`config.mk`:
```
export PLATFORM = sky130hd
export DESIGN_NAME = gcd_sqrt_cell
export DESIGN_NICKNAME = d
export VERILOG_FILES = /design/src/hdl/gcd_pkg.sv /design/src/hdl/gcd_sqrt_cell.sv
export SDC_FILE = /design/constraint.sdc
export NUM_CORES = 1
export LEC_CHECK = 0
export BUFFER_PORTS_ARGS = -buffer_cell sky130_fd_sc_hd__buf_2
export CAP_MARGIN = 20
export CELL_PAD_IN_SITES_DETAIL_PLACEMENT = 1
export CELL_PAD_IN_SITES_GLOBAL_PLACEMENT = 1
export CORE_MARGIN = 3
export CORE_UTILIZATION = 31
export CTS_BUF_LIST = sky130_fd_sc_hd__clkbuf_4
export DETAILED_ROUTE_END_ITERATION = 10
export PLACE_DENSITY_LB_ADDON = 0.1
export SLEW_MARGIN = 10
export SYNTH_ARGS = -nofsm -noshare
export SYNTH_HDL_FRONTEND = slang
export SYNTH_SLANG_ARGS = --single-unit
```
`constraint.sdc`:
```
create_clock -name i_clk -period 7.5 [get_ports i_clk]
set_input_delay 0.375 -clock i_clk [delete_from_list [all_inputs] [get_ports i_clk]]
set_output_delay 0.375 -clock i_clk [all_outputs]
set_load 0.02 [all_outputs]
```
`src/hdl/gcd_pkg.sv`:
```
// Shared constants, types and functions for the great-circle distance pipeline.
package gcd_pkg;

    localparam int CORDIC_N = 24;
    localparam int SQRT_N   = 31;
    localparam int LAT      = 2 * CORDIC_N + SQRT_N + 10;

    localparam int W   = 34;
    localparam int AW  = 31;
    localparam int IDX = 5;
    localparam int SQW = 62;

    localparam logic signed [W-1:0] CORDIC_GAIN = 34'sd652032874;
    localparam logic signed [W-1:0] ONE_Q30     = 34'sd1073741824;

    localparam logic signed [AW-1:0] DEG_FULL    = 31'sd754974720;
    localparam logic signed [AW-1:0] DEG_HALF    = 31'sd377487360;
    localparam logic signed [AW-1:0] DEG_QUARTER = 31'sd188743680;

    localparam logic [34:0] DEG_TO_RAD = 35'd19190098069;
    localparam logic [16:0] D2R_HI     = DEG_TO_RAD[34:18];
    localparam logic [17:0] D2R_LO     = DEG_TO_RAD[17:0];

    localparam logic [13:0] DIAMETER_KM = 14'd12742;

    localparam logic signed [W-1:0] ATAN_LOW [11] = '{
        34'sd843314857, 34'sd497837829, 34'sd263043837, 34'sd133525159,
        34'sd67021687,  34'sd33543516,  34'sd16775851,  34'sd8388437,
        34'sd4194283,   34'sd2097149,   34'sd1048576
    };

    typedef struct packed {
        logic           en;
        logic           vectoring;
        logic [IDX-1:0] idx;
    } t_cell_ctl;

    function automatic logic signed [W-1:0] atan_entry(input logic [IDX-1:0] i);
        logic signed [W-1:0] v;
        v = '0;
        if (i <= 5'd10) begin
            v = ATAN_LOW[i[3:0]];
        end else if (i <= 5'd30) begin
            v = W'(1) << (5'd30 - i);
        end
        return v;
    endfunction

    function automatic logic signed [W-1:0] mulq(input logic signed [W-1:0] a,
                                                  input logic signed [W-1:0] b);
        logic signed [2*W-1:0] p;
        p = a * b;
        p = p + (2*W)'(64'sd536870912);
        return W'(p >>> 30);
    endfunction

endpackage

```
`src/hdl/gcd_sqrt_cell.sv`:
```
// One step of the bit-serial square root.
module gcd_sqrt_cell (
    input  logic                       i_clk,
    input  logic                       i_en,
    input  logic [gcd_pkg::IDX-1:0]    i_idx,
    input  logic [gcd_pkg::SQW-1:0]    i_n,
    input  logic [gcd_pkg::SQW-1:0]    i_res,
    output logic [gcd_pkg::SQW-1:0]    o_n,
    output logic [gcd_pkg::SQW-1:0]    o_res
);
    logic [gcd_pkg::SQW-1:0] r_n, r_res;
    logic [gcd_pkg::SQW-1:0] n_n, n_res;
    logic [gcd_pkg::SQW-1:0] bitv, trial;

    always_comb begin
        bitv  = gcd_pkg::SQW'(1) << (6'd60 - {i_idx, 1'b0});
        trial = i_res + bitv;
        if (i_n >= trial) begin
            n_n   = i_n - trial;
            n_res = (i_res >> 1) + bitv;
        end else begin
            n_n   = i_n;
            n_res = i_res >> 1;
        end
    end

    always_ff @(posedge i_clk) begin
        if (i_en) begin
            r_n   <= n_n;
            r_res <= n_res;
        end
    end

    assign o_n   = r_n;
    assign o_res = r_res;
endmodule

```
======== Word level (Yosys, flattened, before mapping) ========
Index checks and enable logic that the tools add are counted.
cells by class
  muxes and demuxes ....................... 2
  magnitude comparators ................... 1
  $add $sub $neg .......................... 4
  shifts and indexed selects .............. 1
operators with widths
  operator                                                             count
  61-bit by 62-bit adder with 62-bit output                            1
  62-bit adder                                                         1
  62-bit greater-or-equal comparator                                   1
  62-bit two-way mux                                                   1
  1-bit by 6-bit left shift with 62-bit output (first input constant)  1
  62-bit subtractor                                                    1
  61-bit two-way mux                                                   1
  6-bit subtractor (first input constant)                              1
word-level totals
  logic and storage cells ................. 11
  bits in registers ....................... 124
  input bits .............................. 131
  output and inout bits ................... 124

======== Logic depth before layout (Yosys ltp) ========
  depth after elaboration ................. 5
  gate-level depth with buffers ........... 35
  depth with buffers taken out ............ 31

======== Least setup slack after synthesis ========
No wires, ideal clock.
  path type ............................... input to register
  start point ............................. in i_idx[0] (netlist bit)
  end point ............................... reg r_n, in the netlist o_n[4] (data pin)
  arrival ................................. 6.920 ns
  path slack .............................. 0.410 ns
  stages on the path ...................... 35
  setup time .............................. 0.169 ns
  cell sequence ........................... buf_2 > and2_1 > ha_1 > or2_1 > clkbuf_1 > nor3_1 > ha_1 > ha_1 > a211oi_1 > o31ai_1 > o311a_1 > a311o_1 > a22oi_1 > o31ai_2 > a41oi_1 > nor4b_1 > o211a_1 > o211a_1 > o21ai_1 > xor2_1 > ha_1 > and3_1 > and2_0 > nand2_1 > nor2_1 > and3_1 > a31oi_1 > o21ai_0 > a21o_1 > a21o_1 > a41oi_1 > clkbuf_1 > buf_1 > nand2_1 > o31ai_1
on the way
  cells in the longest elaborated chain, start to end .. 5
  elaborated cells between the ends (all ways) .. 6
RTL lines
  item                                                                     line                                      source
  start, declared                                                          gcd_sqrt_cell.sv:5                        input logic [gcd_pkg::IDX-1:0] i_idx,
  6-bit subtractor (*)                                                     gcd_sqrt_cell.sv:16                       bitv = gcd_pkg::SQW'(1) << (6'd60 - {i_idx, 1'b0});
  1-bit by 6-bit left shift with 62-bit output (*)                         gcd_sqrt_cell.sv:16
  62-bit adder (*)                                                         gcd_sqrt_cell.sv:17                       trial = i_res + bitv;
  62-bit subtractor or 62-bit greater-or-equal comparator (tied branches)  gcd_sqrt_cell.sv:19, gcd_sqrt_cell.sv:18
  62-bit two-way mux (*)                                                   gcd_sqrt_cell.sv:18                       if (i_n >= trial) begin
  named net n_n (one bit)                                                  gcd_sqrt_cell.sv:12                       logic [gcd_pkg::SQW-1:0] n_n, n_res;
  end signal, assigned                                                     gcd_sqrt_cell.sv:29                       r_n <= n_n;
  end, declared                                                            gcd_sqrt_cell.sv:11                       logic [gcd_pkg::SQW-1:0] r_n, r_res;
The timed path passes the listed nets; every way through them passes the cells marked *.
A chain may end at the register's enable or synchronous reset.

======== Worst setup path in the final report ========
  start point ............................. in i_idx[1] (netlist bit)
  end point ............................... reg r_n, in the netlist o_n[61] (data pin)
Same word-level chain as after synthesis.

==> results.toml <==
[outcome]
status = "finished clean"

[logic_synthesis]
synth_fp_nets = 1892
synth_edf_count = 124
synth-seq-area-share_pct = 27.3
async_flop_share_pct = 0
ys_seq_elements = 124
synth-main-ff-cell = "sky130_fd_sc_hd__edfxtp_1"
synth.distinct_cells = 94
synth_area_per_cell_um2 = 8.24
postSynthCellCount = 1652
yosysWarningCount = 0
synth.cell_area_um2 = 13600

[global_route]
grt_first_pass_wirelength_um = 85500
grt_pass1_vias = 14600
grt_start_max_net_pins = 67
globalRouteTotalUtil_pct = 23.7
antenna_found_initial = 3
aggregate_global_routing_overflow = 0

[sta]
finalCriticalPeriod_ns = 6.93
final_max_slew_viol_count = 0
finalSetupViolCount = 0
fmax_ghz = 0.144
layout_setup_ws_ns = 0.571
fin_tns_setup_ns = 0
whs_ns = 0.111
worst_slew_margin_rel_pct = 38.7
timing_worst_slew_pin_value_ns = 0.919
rsz0062_at_grt = "no"
finalHoldViolCount = 0
min_period_over_period_pct = 92.4

[placement]
place_congestion = 0.913
pre_cts_slack_ns = -0.143
detailedPlacementHpwl_um = 45200
place.port_buffers = 254
placedInstanceArea_um2 = 16200

[floorplanning]
floorplan.core_area_um2 = 43300
floorplan.die.width_um = 216
die-area_um2 = 46500
floorplan.initialDensity_pct = 31.5
die_h_um = 216
fp-row-count = 76
boundaryPins = 255

[clock_tree]
clock_sinks = 124
maximum_level_of_the_cts_h_tree = 4
cts_max_path_buffers = 2
cts_buffers = 17
cts_root_buffer = "sky130_fd_sc_hd__clkbuf_4"
cts_tree = "yes"
clk_pin_slew_worst_paths_ns = 0.10
post_cts_repair_resize_count = 0

[worst_setup_path]
worst-endpoint-required_ns = 7.96
worst_path_max_delay_cell = "sky130_fd_sc_hd__o41a_1"
timing.critical_path.from = "i_idx[1]"
worst-endpoint-arrival_ns = 7.39
cp-endpoint = "o_n[61]"
critPathMaxFanout = 6
crit_path_max_incr_delay_ns = 0.43
worstSetupPathType = "in -> reg"
critical_path.endpoint_type = "register"
setup.worst_path.start_class = "primary input"

[layout]
synthToLayoutAreaGrowth_pct = 27.4
drive_above_1_share_pct = 21.5
postLayoutCellArea_um2 = 17300
multi_input_comb_area_um2 = 9440
final.fill_count = 5267
finalNetCount = 2286
sequential_cell_area_in_the_final_layout_um2 = 3720

[run]
drv_cap = 0

[min_path]
min_path_type = "in -> reg"

[pwr]
leakage_uw = 0.00718
power.ir.vdd_worst_uv = 96.2
cellPowerDensity_nw_per_um2 = 148

[detailed_routing]
route.detailed.vias_per_inst = 5.31
route.vias.total = 14000
detail_route.iter0.violations = 664
route.detailed.wl_per_inst_um = 21.0
postRouteAntennaNets = 0
totalWireLength_um = 55600
drc = 0
firstDrtPassIters = 5
logic make-up after synthesis:
| kind of cell | Yosys count | share of synthesized area, % |
|---|---|---|
| AO/OA/AOI/OAI | 536 | 25.4 |
| flip-flops | 124 | 27.3 |
| AND/OR/NAND/NOR | 551 | 19.8 |
| adder cells (fa/ha/maj) | 119 | 10.8 |
| buffers and inverters | 120 | 3.52 |
| XOR/XNOR | 197 | 12.7 |
| multiplexers | 5 | 0.423 |
layout make-up:
cell class | count | share of cell area (%)
inverter | 46 | 0.996
multi-input combinational | 1408 | 54.5
sequential | 124 | 21.5
antenna | 2 | 0.0289
tap | 585 | 4.22
timing repair buffer | 449 | 17.4
clock buffer | 20 | 0.866
clock inverter | 11 | 0.592
power by group:
| part | switching [µW] | leakage, µW | internal (µW) | total [µW] |
|---|---|---|---|---|
| sequential | 25.9 | 0.00121 | 877 | 903 |
| combinational | 716 | 0.00583 | 450 | 1170 |
| clock | 302 | 0.000144 | 200 | 501 |
| total | 1040 | 0.00718 | 1530 | 2570 |
Yosys cell counts (all sizes together) (4+ instances only):
master,n,area share [%]
inv,45,1.2
nand2b,10,0.46
nor3,32,1.4
nor3b,5,0.31
and4,7,0.45
a21oi,163,6.0
ha,108,9.9
a31oi,50,2.3
nor2,152,4.4
nor2b,23,1.1
nand3,26,0.96
or2,7,0.32
xnor2,108,7.0
clkbuf,57,1.6
nand4,34,1.6
a211oi,6,0.33
o41ai,4,0.42
a21boi,7,0.39
o211ai,6,0.37
maj3,10,0.74
nand2,176,4.9
xor2,89,5.7
or3,5,0.23
nor4,7,0.48
o31a,7,0.45
a31o,9,0.58
and3,26,1.2
o21bai,28,1.5
o21ai,126,4.6
nand3b,5,0.30
and2,26,1.2
a41oi,10,0.78
buf,17,0.68
edfxtp,124,27
o31ai,18,1.3
a21o,46,2.5
o21a,17,0.94
critical path: cells and delay by family:
family,cells,cell delay (ns)
AOI/OAI and AO/OA,14,3.17
buffers and inverters,3,0.48
xor gates and xnor gates,2,0.35
adders and majority gates,4,1.02
and+or+nand+nor,11,2.00
worst min path at each step:
stage / from / end / slack, ns / cells after the start
floorplan: i_en / o_n[0] / 0.49 / 0
global placement: i_n[21] / o_n[21] / 0.68 / 3
detailed placement: i_n[2] / o_n[2] / 0.68 / 3
CTS: i_res[46] / o_res[45] / 0.0007 / 2
global route: i_res[58] / o_res[57] / 0.05 / 2
finish: i_res[44] / o_res[43] / 0.11 / 2
cells in the final DEF, fill, tap and decap left out, types with 34 or more instances in the layout:
master	Yosys	final
sky130_fd_sc_hd__buf_4	0	106
sky130_fd_sc_hd__nor2_1	149	149
sky130_fd_sc_hd__xor2_1	89	89
sky130_fd_sc_hd__ha_1	108	108
sky130_fd_sc_hd__edfxtp_1	124	124
sky130_fd_sc_hd__xnor2_1	107	107
sky130_fd_sc_hd__dlygate4sd3_1	0	85
sky130_fd_sc_hd__o21ai_0	108	108
sky130_fd_sc_hd__buf_2	11	253
sky130_fd_sc_hd__a21oi_1	162	162
sky130_fd_sc_hd__nand2_1	176	176
sky130_fd_sc_hd__nand4_1	34	34
sky130_fd_sc_hd__a31oi_1	49	49
sky130_fd_sc_hd__a21o_1	46	46
sky130_fd_sc_hd__inv_1	44	44
sequential cells by signal, summed over array words and instances, names as in the netlist:
register	cells
o_res	62
o_n	62
per-stage QoR:
stage	utilization (%)	cells	total power, µW
global route	40.1	2645	2740
floorplan	-	1652	1590
finish	40.1	2645	2570
detailed placement	37.5	2527	2050
CTS	40.1	2643	2610
global placement	37.5	2527	2040
timing repair:
item,4_1_cts,5_1_grt
setup buffers,0,0
hold buffers,85,0
hold endpoints to repair,85,0
per-layer routing:
metal	vias up	wire length, µm	track usage, %
met5	-	13	0
li1	6888	-	-
met4	2	801	5.31
met3	37	1860	3.69
met2	250	26500	40.0
met1	6867	26400	31.9
Power figures use the tool's default switching activity.
