<file path="config.mk">
export PLATFORM = sky130hd
export DESIGN_NAME = gcd_prep
export DESIGN_NICKNAME = d
export VERILOG_FILES = /design/src/hdl/gcd_pkg.sv /design/src/hdl/gcd_prep.sv
export SDC_FILE = /design/constraint.sdc
export NUM_CORES = 1
export LEC_CHECK = 0
export ABC_AREA = 1
export BUFFER_PORTS_ARGS = -buffer_cell sky130_fd_sc_hd__buf_2
export CAP_MARGIN = 20
export CORE_MARGIN = 2
export CORE_UTILIZATION = 55
export DETAILED_ROUTE_END_ITERATION = 7
export PLACE_DENSITY_LB_ADDON = 0.1
export SYNTH_ARGS = -nofsm -noshare
export SYNTH_HDL_FRONTEND = slang
export SYNTH_SLANG_ARGS = --single-unit
</file>
<file path="constraint.sdc">
create_clock -name i_clk -period 15.3 [get_ports i_clk]
set_input_delay 0.765 -clock i_clk [delete_from_list [all_inputs] [get_ports i_clk]]
set_output_delay 0.765 -clock i_clk [all_outputs]
set_load 0.005 [all_outputs]
</file>
<file path="src/hdl/gcd_pkg.sv">
// Shared constants, types and functions for the great-circle distance pipeline.
package gcd_pkg;

    localparam int CORDIC_N = 24;
    localparam int SQRT_N   = 31;
    localparam int LAT      = 2 * CORDIC_N + SQRT_N + 10;

    localparam int W   = 34;
    localparam int AW  = 31;
    localparam int IDX = 5;
    localparam int SQW = 62;

    localparam logic signed [W-1:0] CORDIC_GAIN = 34'sd652032874;
    localparam logic signed [W-1:0] ONE_Q30     = 34'sd1073741824;

    localparam logic signed [AW-1:0] DEG_FULL    = 31'sd754974720;
    localparam logic signed [AW-1:0] DEG_HALF    = 31'sd377487360;
    localparam logic signed [AW-1:0] DEG_QUARTER = 31'sd188743680;

    localparam logic [34:0] DEG_TO_RAD = 35'd19190098069;
    localparam logic [16:0] D2R_HI     = DEG_TO_RAD[34:18];
    localparam logic [17:0] D2R_LO     = DEG_TO_RAD[17:0];

    localparam logic [13:0] DIAMETER_KM = 14'd12742;

    localparam logic signed [W-1:0] ATAN_LOW [11] = '{
        34'sd843314857, 34'sd497837829, 34'sd263043837, 34'sd133525159,
        34'sd67021687,  34'sd33543516,  34'sd16775851,  34'sd8388437,
        34'sd4194283,   34'sd2097149,   34'sd1048576
    };

    typedef struct packed {
        logic           en;
        logic           vectoring;
        logic [IDX-1:0] idx;
    } t_cell_ctl;

    function automatic logic signed [W-1:0] atan_entry(input logic [IDX-1:0] i);
        logic signed [W-1:0] v;
        v = '0;
        if (i <= 5'd10) begin
            v = ATAN_LOW[i[3:0]];
        end else if (i <= 5'd30) begin
            v = W'(1) << (5'd30 - i);
        end
        return v;
    endfunction

    function automatic logic signed [W-1:0] mulq(input logic signed [W-1:0] a,
                                                  input logic signed [W-1:0] b);
        logic signed [2*W-1:0] p;
        p = a * b;
        p = p + (2*W)'(64'sd536870912);
        return W'(p >>> 30);
    endfunction

endpackage

</file>
<file path="src/hdl/gcd_prep.sv">
// Angle reduction, quadrant fold and degree-to-radian conversion.
module gcd_prep (
    input  logic                          i_clk,
    input  logic                          i_en,
    input  logic signed [gcd_pkg::AW-1:0] i_ang,
    output logic signed [gcd_pkg::W-1:0]  o_rad,
    output logic                          o_neg
);
    logic signed [gcd_pkg::AW-1:0] red, fold, r_fold;
    logic                          fneg, r_neg1, r_neg2, r_neg3, r_sign2;
    logic [gcd_pkg::AW-1:0]        mag;
    logic [44:0]                   r_ph;
    logic [45:0]                   r_pl;
    logic [63:0]                   sum;
    logic signed [gcd_pkg::W-1:0]  q, r_rad;

    always_comb begin
        red = i_ang;
        if (i_ang >= gcd_pkg::DEG_HALF) begin
            red = i_ang - gcd_pkg::DEG_FULL;
        end else if (i_ang < -gcd_pkg::DEG_HALF) begin
            red = i_ang + gcd_pkg::DEG_FULL;
        end
        fold = red;
        fneg = 1'b0;
        if (red > gcd_pkg::DEG_QUARTER) begin
            fold = red - gcd_pkg::DEG_HALF;
            fneg = 1'b1;
        end else if (red < -gcd_pkg::DEG_QUARTER) begin
            fold = red + gcd_pkg::DEG_HALF;
            fneg = 1'b1;
        end
        mag = r_fold[gcd_pkg::AW-1] ? gcd_pkg::AW'(-r_fold) : gcd_pkg::AW'(r_fold);
        sum = {1'b0, r_ph, 18'd0} + 64'(r_pl) + 64'd1073741824;
        q   = gcd_pkg::W'({31'd0, sum[63:31]});
    end

    always_ff @(posedge i_clk) begin
        if (i_en) begin
            r_fold  <= fold;
            r_neg1  <= fneg;
            r_ph    <= 45'(mag[27:0] * gcd_pkg::D2R_HI);
            r_pl    <= 46'(mag[27:0] * gcd_pkg::D2R_LO);
            r_sign2 <= r_fold[gcd_pkg::AW-1];
            r_neg2  <= r_neg1;
            r_rad   <= r_sign2 ? -q : q;
            r_neg3  <= r_neg2;
        end
    end

    assign o_rad = r_rad;
    assign o_neg = r_neg3;
endmodule

</file>
# --- Word-level counts from Yosys, hierarchy flattened ---
# Cells that the tools add are included.
op_classes:
  n_mul: 2
  muxes: 7
  order_cmp: 4
  n_addsub: 8
op_table:
  columns: ["cell", "count"]
  rows:
  - ["$mux W31", 4]
  - ["$add A63 B45 Y64", 1]
  - ["$add A64 B31 Y64 const B", 1]
  - ["$mul A28 B17 Y45 const B", 1]
  - ["$mul A28 B15 Y43 const B", 1]
  - ["$neg A33 Y34", 1]
  - ["$mux W33", 1]
  - ["$add A31 B30 Y31 const B", 1]
  - ["$add A31 B31 Y31 const B", 1]
  - ["$ge A31 B30 Y1 const B", 1]
  - ["$gt A31 B29 Y1 const B", 1]
  - ["$lt A31 B29 Y1 const B", 1]
  - ["$lt A31 B30 Y1 const B", 1]
  - ["$sub A31 B30 Y31 const B", 1]
  - ["$sub A31 B31 Y31 const B", 1]
  - ["$mux W28", 1]
  - ["$neg A28 Y28", 1]
  - ["$mux W1", 1]
totals:
  word_cells: 30
  output_inout_bits: 35
  input_bits: 33
  ff_bits: 157

# --- Longest topological paths before layout ---
# Gate-level depths: netlist of the first run.
depth:
  ltp_word: 6
  mapped_depth: 36
  depth_no_buf: 36

# --- Least setup slack after synthesis of the first run ---
# No wires, ideal clock.
synth_timing:
  kind: "register to register"
  startpoint: "reg r_fold[0] (netlist bit)"
  endpoint: "reg r_ph[40] (data pin)"
  t_arrival_ns: 7.054
  path_stages_with_launch: 32
  setup_slack_ns: 7.987
  required_time_ns: 15.041
  setup_time_ns: 0.259
  synth_period_minus_slack_ns: 7.313
  path_buffers: 0
  cell_sequence: "edfxtp_1 inv_1 nand4_4 nor3_2 nand3_2 nor3_4 nand2_2 nor2_4 nand3_1 o21ai_1 xor2_1 ha_1 inv_1 fa_1 inv_1 fa_1 fa_1 fa_1 inv_1 fa_1 inv_1 ha_1 nand2_1 nor2_1 nand2_1 nor2_1 nand2_1 nand3_1 nand4_1 o21ai_0 a21oi_1 xnor2_1"
synth_via:
  elab_chain_cells: 3
synth_lines:
  columns: ["item", "line", "rtl"]
  rows:
  - ["start: declaration", "gcd_prep.sv:9", "logic signed [gcd_pkg::AW-1:0] red, fold, r_fold;"]
  - ["start signal: assignment", "gcd_prep.sv:40", "r_fold <= fold;"]
  - ["$neg A28 Y28", "gcd_prep.sv:33", "mag = r_fold[gcd_pkg::AW-1] ? gcd_pkg::AW'(-r_fold) : gcd_pkg::AW'(r_fold);"]
  - ["$mux W28 *", "gcd_prep.sv:33", null]
  - ["$mul A28 B15 Y43 *", "gcd_prep.sv:42", "r_ph <= 45'(mag[27:0] * gcd_pkg::D2R_HI);"]
  - ["end signal: assignment", "gcd_prep.sv:42", null]
  - ["end: declaration", "gcd_prep.sv:12", "logic [44:0] r_ph;"]
# Every way passes the cells marked *; elsewhere a longest branch is shown, timed or not.
# A chain may end at the register's enable or synchronous reset.

# --- Final worst setup path of the first run ---
layout_timing:
  startpoint: "reg r_fold[0] (netlist bit)"
  endpoint: "reg r_ph[44] (data pin)"
# The elaborated chain is that of the path after synthesis.

==> metrics.txt, run 1 <==
outcome complete, no violations; hold-fix buffers at CTS 0; r2r worst-path depth 35; final hold vios 0; share of layout cells above drive strength 1 7.37%; grt total ovfl 0; Buffers on Ports between 60 and 70; dpl hpwl ~68 mm; Setup CP Type reg -> reg; Hold Path Cell Cnt 0; Max Root-Sink Buffers 2; critical path's largest stage delay ~700 ps; # nets final a little over 4k; n_diodes 0; Mapped Avg Cell Area about 8.1 um^2; Max Clk Rate 118 MHz; Critical Path Most Common Cell inv_1; multi-input logic area 0.0191 mm^2; Top FF cell, synth edfxtp_1; Worst-path clk slew ~70 ps; Core ar. about 0.047 mm^2; CP endpoint kind register; Synth area leader fa_1; DRT antenna net count 0; Critical R2R Launch r_fold[0]; initial drt markers between 1k and 1.5k; gpl congestion between 1 and 1.5; Tmin final 8480 ps; setup TNS 0 ps; vias in the first global route between 20k and 25k; clock sinks about 140; Total Routing Usage GR around a third; Final setup viols 0; postcts setup bufs 0; Post-synth EDFFs roughly 140; Slew @ Worst Pin between 900 and 1000 ps; Syn Nets around 3.9k; Pre-antenna DRT Iters 5; I/O pins 68; post-cts resize count 0; RSZ-0062 raised after global routing no; Async S/R FF share, synth 0%; die footprint a little under 0.05 mm^2; CTS tree built; Vias/cell roughly 5.4; TritonCTS Buffers 17; fill count 4290; final core utilization between 50% and 60%; max cap viols 0; reg2reg setup slack between 6000 and 7000 ps; Worst Hold Class reg -> reg; Synth area leaders fa_1, ha_1, edfxtp_1, inv_1, nand2_1; Setup Skew between 15 and 20 ps; dpl cells 3898; WL per Instance roughly 20 um; Period Utilization, post-route between 50% and 60%; global-route wire length before repair between 100 and 150 mm; startpoint types register; Die Span Y around 220 um; largest net degree at the start of global routing a little over 80; Worst EP required about 16000 ps; Clock Latency Late Sink 480 ps; CTS HTree Levels 4; crit path DAT a little under 9000 ps; synth unique cells 54; initial antenna violation count 1; Rows 79; Yosys reg bits between 100 and 150; Slew headroom a little over a third; Cell Area, Synth around 0.026 mm^2; Synth-to-Final Area Change 6.67%; storage element area just over 0.004 mm^2; Hold EP o_neg; Synth top area share 24.0%; DRC viols 0; Critical-path top delay cell edfxtp_1; Slew Limit Fails 0; Seq/Total Area, Yosys 15.5%; CP max FO 13; root buf cell clkbuf_16; initial core utilization between 50% and 60%; Die X about 220 um; cells after synthesis roughly 3.2k; Syn. warnings 0; HP Start r_neg2; Total Wirelength around 77 mm; Via Count between 20k and 25k; reg2reg end r_ph[44]; non-filler cells, final around 3.9k
how the worst max path moves through the flow:
stage	startpoint	slack, ps	endpoint
2_1_floorplan	r_fold[0]	7990	r_ph[40]
3_3_place_gp	r_fold[0]	6880	r_ph[38]
3_5_place_dp	r_fold[0]	6840	r_ph[44]
4_1_cts	r_fold[0]	6820	r_ph[44]
5_1_grt	r_fold[0]	6230	r_ph[44]
6_report	r_fold[0]	6820	r_ph[44]
cells in the mapped netlist, types with 9 or more instances:
| cell type | n |
|---|---|
| xor2_1 | 102 |
| nor2_2 | 21 |
| nand3_2 | 9 |
| nor3_1 | 13 |
| nand4_1 | 38 |
| a31oi_1 | 18 |
| nor4_1 | 12 |
| o21ai_0 | 79 |
| o21bai_1 | 13 |
| a21oi_1 | 124 |
| fa_1 | 314 |
| nand2_2 | 34 |
| ha_1 | 375 |
| nand3_1 | 111 |
| nand2_1 | 615 |
| nand3b_1 | 10 |
| a21o_1 | 11 |
| nor2_4 | 14 |
| edfxtp_1 | 135 |
| xnor2_1 | 36 |
| nor2_1 | 252 |
| inv_1 | 771 |
| inv_2 | 21 |
cells by family after synthesis:
group	Yosys count	share of synthesized area (%)
buf+inv	806	11.6
flops	135	15.5
fa+ha+maj	689	42.0
xor+xnor	142	4.91
compound gates	296	6.58
simple gates	1151	19.4
state kept, by name, summed over array words and instances, names as in the netlist:
register  flops
r_neg2        1
r_ph         40
r_fold       29
r_pl         28
r_sign2       1
o_rad        34
r_neg1        1
o_neg         1
critical path, delay by kind of cell (launching register included):
family                     cells  cell delay (ps)
xor gates and xnor gates       2              680
buffers and inverters          8              770
and+or+nand+nor               14             1910
AOI/OAI and AO/OA              3              760
adders and majority gates      8             3370
DFF                            1              700
per-layer routing:
metal,vias to the layer above,wire length (um),GRT usage [%]
met5,-,0,0
met4,0,1790,8.50
met3,96,4990,4.84
met2,691,36400,52.5
met1,10300,33600,43.5
li1,10300,-,-
stage by stage:
step	hold WS, ps	cell area (um^2)	worst slack [ps]
after floorplan	400	26200	7990
after global placement	419	27300	6880
after detailed placement	408	27300	6840
after CTS	439	27900	6820
after global routing	445	27900	6230
final	436	27900	6820
final cells by class:
cell class / instances / share of cell area [%]
multi-input combinational: 2278 / 68.3
sequential: 135 / 14.5
inverter: 796 / 10.7
tap: 607 / 2.72
timing repair buffer: 83 / 1.65
clock buffer: 18 / 1.54
clock inverter: 13 / 0.529
cell usage in the layout (no fill, tap or decap), types with 12 or more instances in the layout:
cell and instances:
inv_1 771, nand2_1 615, ha_1 375, fa_1 314
nor2_1 252, edfxtp_1 135, a21oi_1 124, nand3_1 111
xor2_1 102, o21ai_0 79, buf_2 67, nand4_1 38
xnor2_1 36, nand2_2 34, inv_2 21, nor2_2 21
a31oi_1 18, clkbuf_16 17, buf_4 15, nor2_4 14
o21bai_1 13, nor3_1 13, nor4_1 12
Power of run 1 is left out: the tool's default activity adds up to more than one toggle a clock period on the data nets, which glitch-free logic cannot reach.
==> run 2: changes to the inputs <==
- clock period: 15.3 -> 6.94 ns (I/O delays scaled with it)
==> run 2 against run 1 <==
  * The flow now finishes with violations (setup timing)
  * Maximum frequency is 21% higher
  * First-iteration DRC count rose by 9.8%
  * Clock skew is 4.7 ps lower
  * Design area rose by 14%
  * Routed wire length grew 8.4%
  * Core utilization rose by 8.5 points
  * Die area unchanged
  * Sequential cell count unchanged
  * Critical path depth down 1
  * Highest routed layer unchanged
  * Worst setup slack got worse by 6900 ps
  * Global-route usage rose by 1.5 points
  * Register-to-register slack got worse by 6900 ps
==> metrics.txt, run 2 (synthesized netlist as in run 1, its figures left out) <==
CTS tree built; root buf cell clkbuf_16; I/O pins 68 (unchanged); n_diodes 0 (unchanged); TritonCTS Buffers 17 (unchanged); CP max FO 4 (-9); max cap viols 0 (unchanged); final hold vios 0 (unchanged); r2r worst-path depth 34 (-2.9%); initial antenna violation count 0 (-1); WL per Instance 19.7 um (+0.76%); Die X 222 um (unchanged); share of layout cells above drive strength 1 22.7% (+15 points); Slew @ Worst Pin 860 ps (-87.7 ps); Slew Limit Fails 0 (unchanged); Die Span Y 222 um (unchanged); HP Start i_ang[20]; Slew headroom 42.7% (+6.1 points); Vias/cell 5.43 (+0.16%); Setup Skew 13.5 ps (-4.73 ps); global-route wire length before repair 125 mm (+5.1%); Buffers on Ports 67 (unchanged); DRC viols 0 (unchanged); Critical-path top delay cell fa_2; largest net degree at the start of global routing 84 (+2.4%); final hold slack 52.9 ps (-383 ps); Max Clk Rate 143 MHz (+21%); Pre-antenna DRT Iters 5 (unchanged); clock sinks 135 (unchanged); RSZ-0062 raised after global routing yes; grt total ovfl 0 (unchanged); crit path DAT 7230 ps (-1470 ps); Worst-path clk slew 70 ps (about the same); initial drt markers 1643 (+9.8%); Synth-to-Final Area Change 21.9%; Critical R2R Launch r_fold[3]; Period Utilization, post-route 101% (+45 points); Hold EP r_fold[20]; CP endpoint kind register; vias in the first global route 23.0k (+7.6%); critical path's largest stage delay 610 ps (-90 ps); Worst Hold Class in -> reg; reg2reg end r_ph[40]; die footprint 0.0493 mm^2 (unchanged); post-route design area 0.0319 mm^2 (+14%); Hold Path Cell Cnt 1 (+1); most frequent cells in the layout inv_1, nand2_1, ha_1, fa_1, buf_4; Setup CP Type reg -> reg; Via Count 23.0k (+7.7%); # nets final 4329 (+7.3%); Post-DP Area 0.0291 mm^2 (+6.6%); dpl hpwl 71.4 mm (+5.6%); failing checks setup timing; Total Wirelength 83.2 mm (+8.4%); reg2reg setup slack -50 ps (-6870 ps); Final WS setup -46.8 ps (-6870 ps); Largest Register r_ph; initial core utilization 56.0% (unchanged); Total Routing Usage GR 33.2% (+1.5 points); outcome finished with violations; Tmin final 6990 ps (-1490 ps); Worst EP required 7180 ps (-8340 ps); Rows 79 (unchanged); CTS HTree Levels 4 (unchanged); Max Root-Sink Buffers 2 (unchanged); startpoint types register; Core ar. 0.0468 mm^2 (unchanged); Clock Latency Late Sink 490 ps (about the same); setup TNS -199 ps (-199 ps); max FFs per register 40 (unchanged); gpl congestion 1.05 (+4.4%); Final setup viols 6 (+6); DRT antenna net count 0 (unchanged); most common cell after layout, fill and taps aside inv_1
-- run 2: worst max-delay path: cells and delay by family, from the launching register on --
kind            cells  cell delay, ps
compound gates      2             340
xor+xnor            2             310
fa+ha+maj           7            3200
buf+inv             8             700
flops               1             430
simple gates       15            1740
-- run 2: how the worst max path moves through the flow --
| stage | start | endpoint | slack, ps | cells after the start |
|---|---|---|---|---|
| finish | r_fold[3] | r_ph[40] | -50 | 34 |
| global route | r_fold[3] | r_ph[41] | -450 | 33 |
| CTS | r_fold[1] | r_ph[39] | -80 | 29 |
| detailed placement | r_fold[1] | r_ph[41] | -410 | 33 |
| global placement | r_fold[1] | r_pl[40] | -340 | 28 |
| floorplan | r_fold[0] | r_ph[41] | 10 | 31 |
-- run 2: through the flow --
step	setup slack, ps	utilization (%)	cells
6_report	-46.8	68.2	4227
5_1_grt	-448	68.2	4227
4_1_cts	-82.7	64.2	4168
3_5_place_dp	-414	62.3	4126
3_3_place_gp	-335	62.3	4126
2_1_floorplan	11.1	-	3219
-- run 2: area by class of cell --
class / count / area (um^2)
clock inverter: 15 / 136
tap: 607 / 759
inverter: 796 / 3000
timing repair buffer: 379 / 2800
sequential: 135 / 4050
multi-input combinational: 2278 / 20700
clock buffer: 17 / 425
fill: 3862 / 14900
-- run 2: repair_timing --
item	in CTS	in global routing
endpoints found under the setup margin	28	47
buffers inserted	10	60
resized for setup	59	312
hold buffers	0	0
pin swaps	6	104
-- run 2: layer usage --
layer	GRT usage (%)	part of all wire (%)	routed length (um)
met4	10.6	3.6	2960
met1	43.0	41	34300
met5	0	0	0
met3	6.56	7.0	5820
met2	56.0	48	40100
Power of run 2 is left out for the same reason.
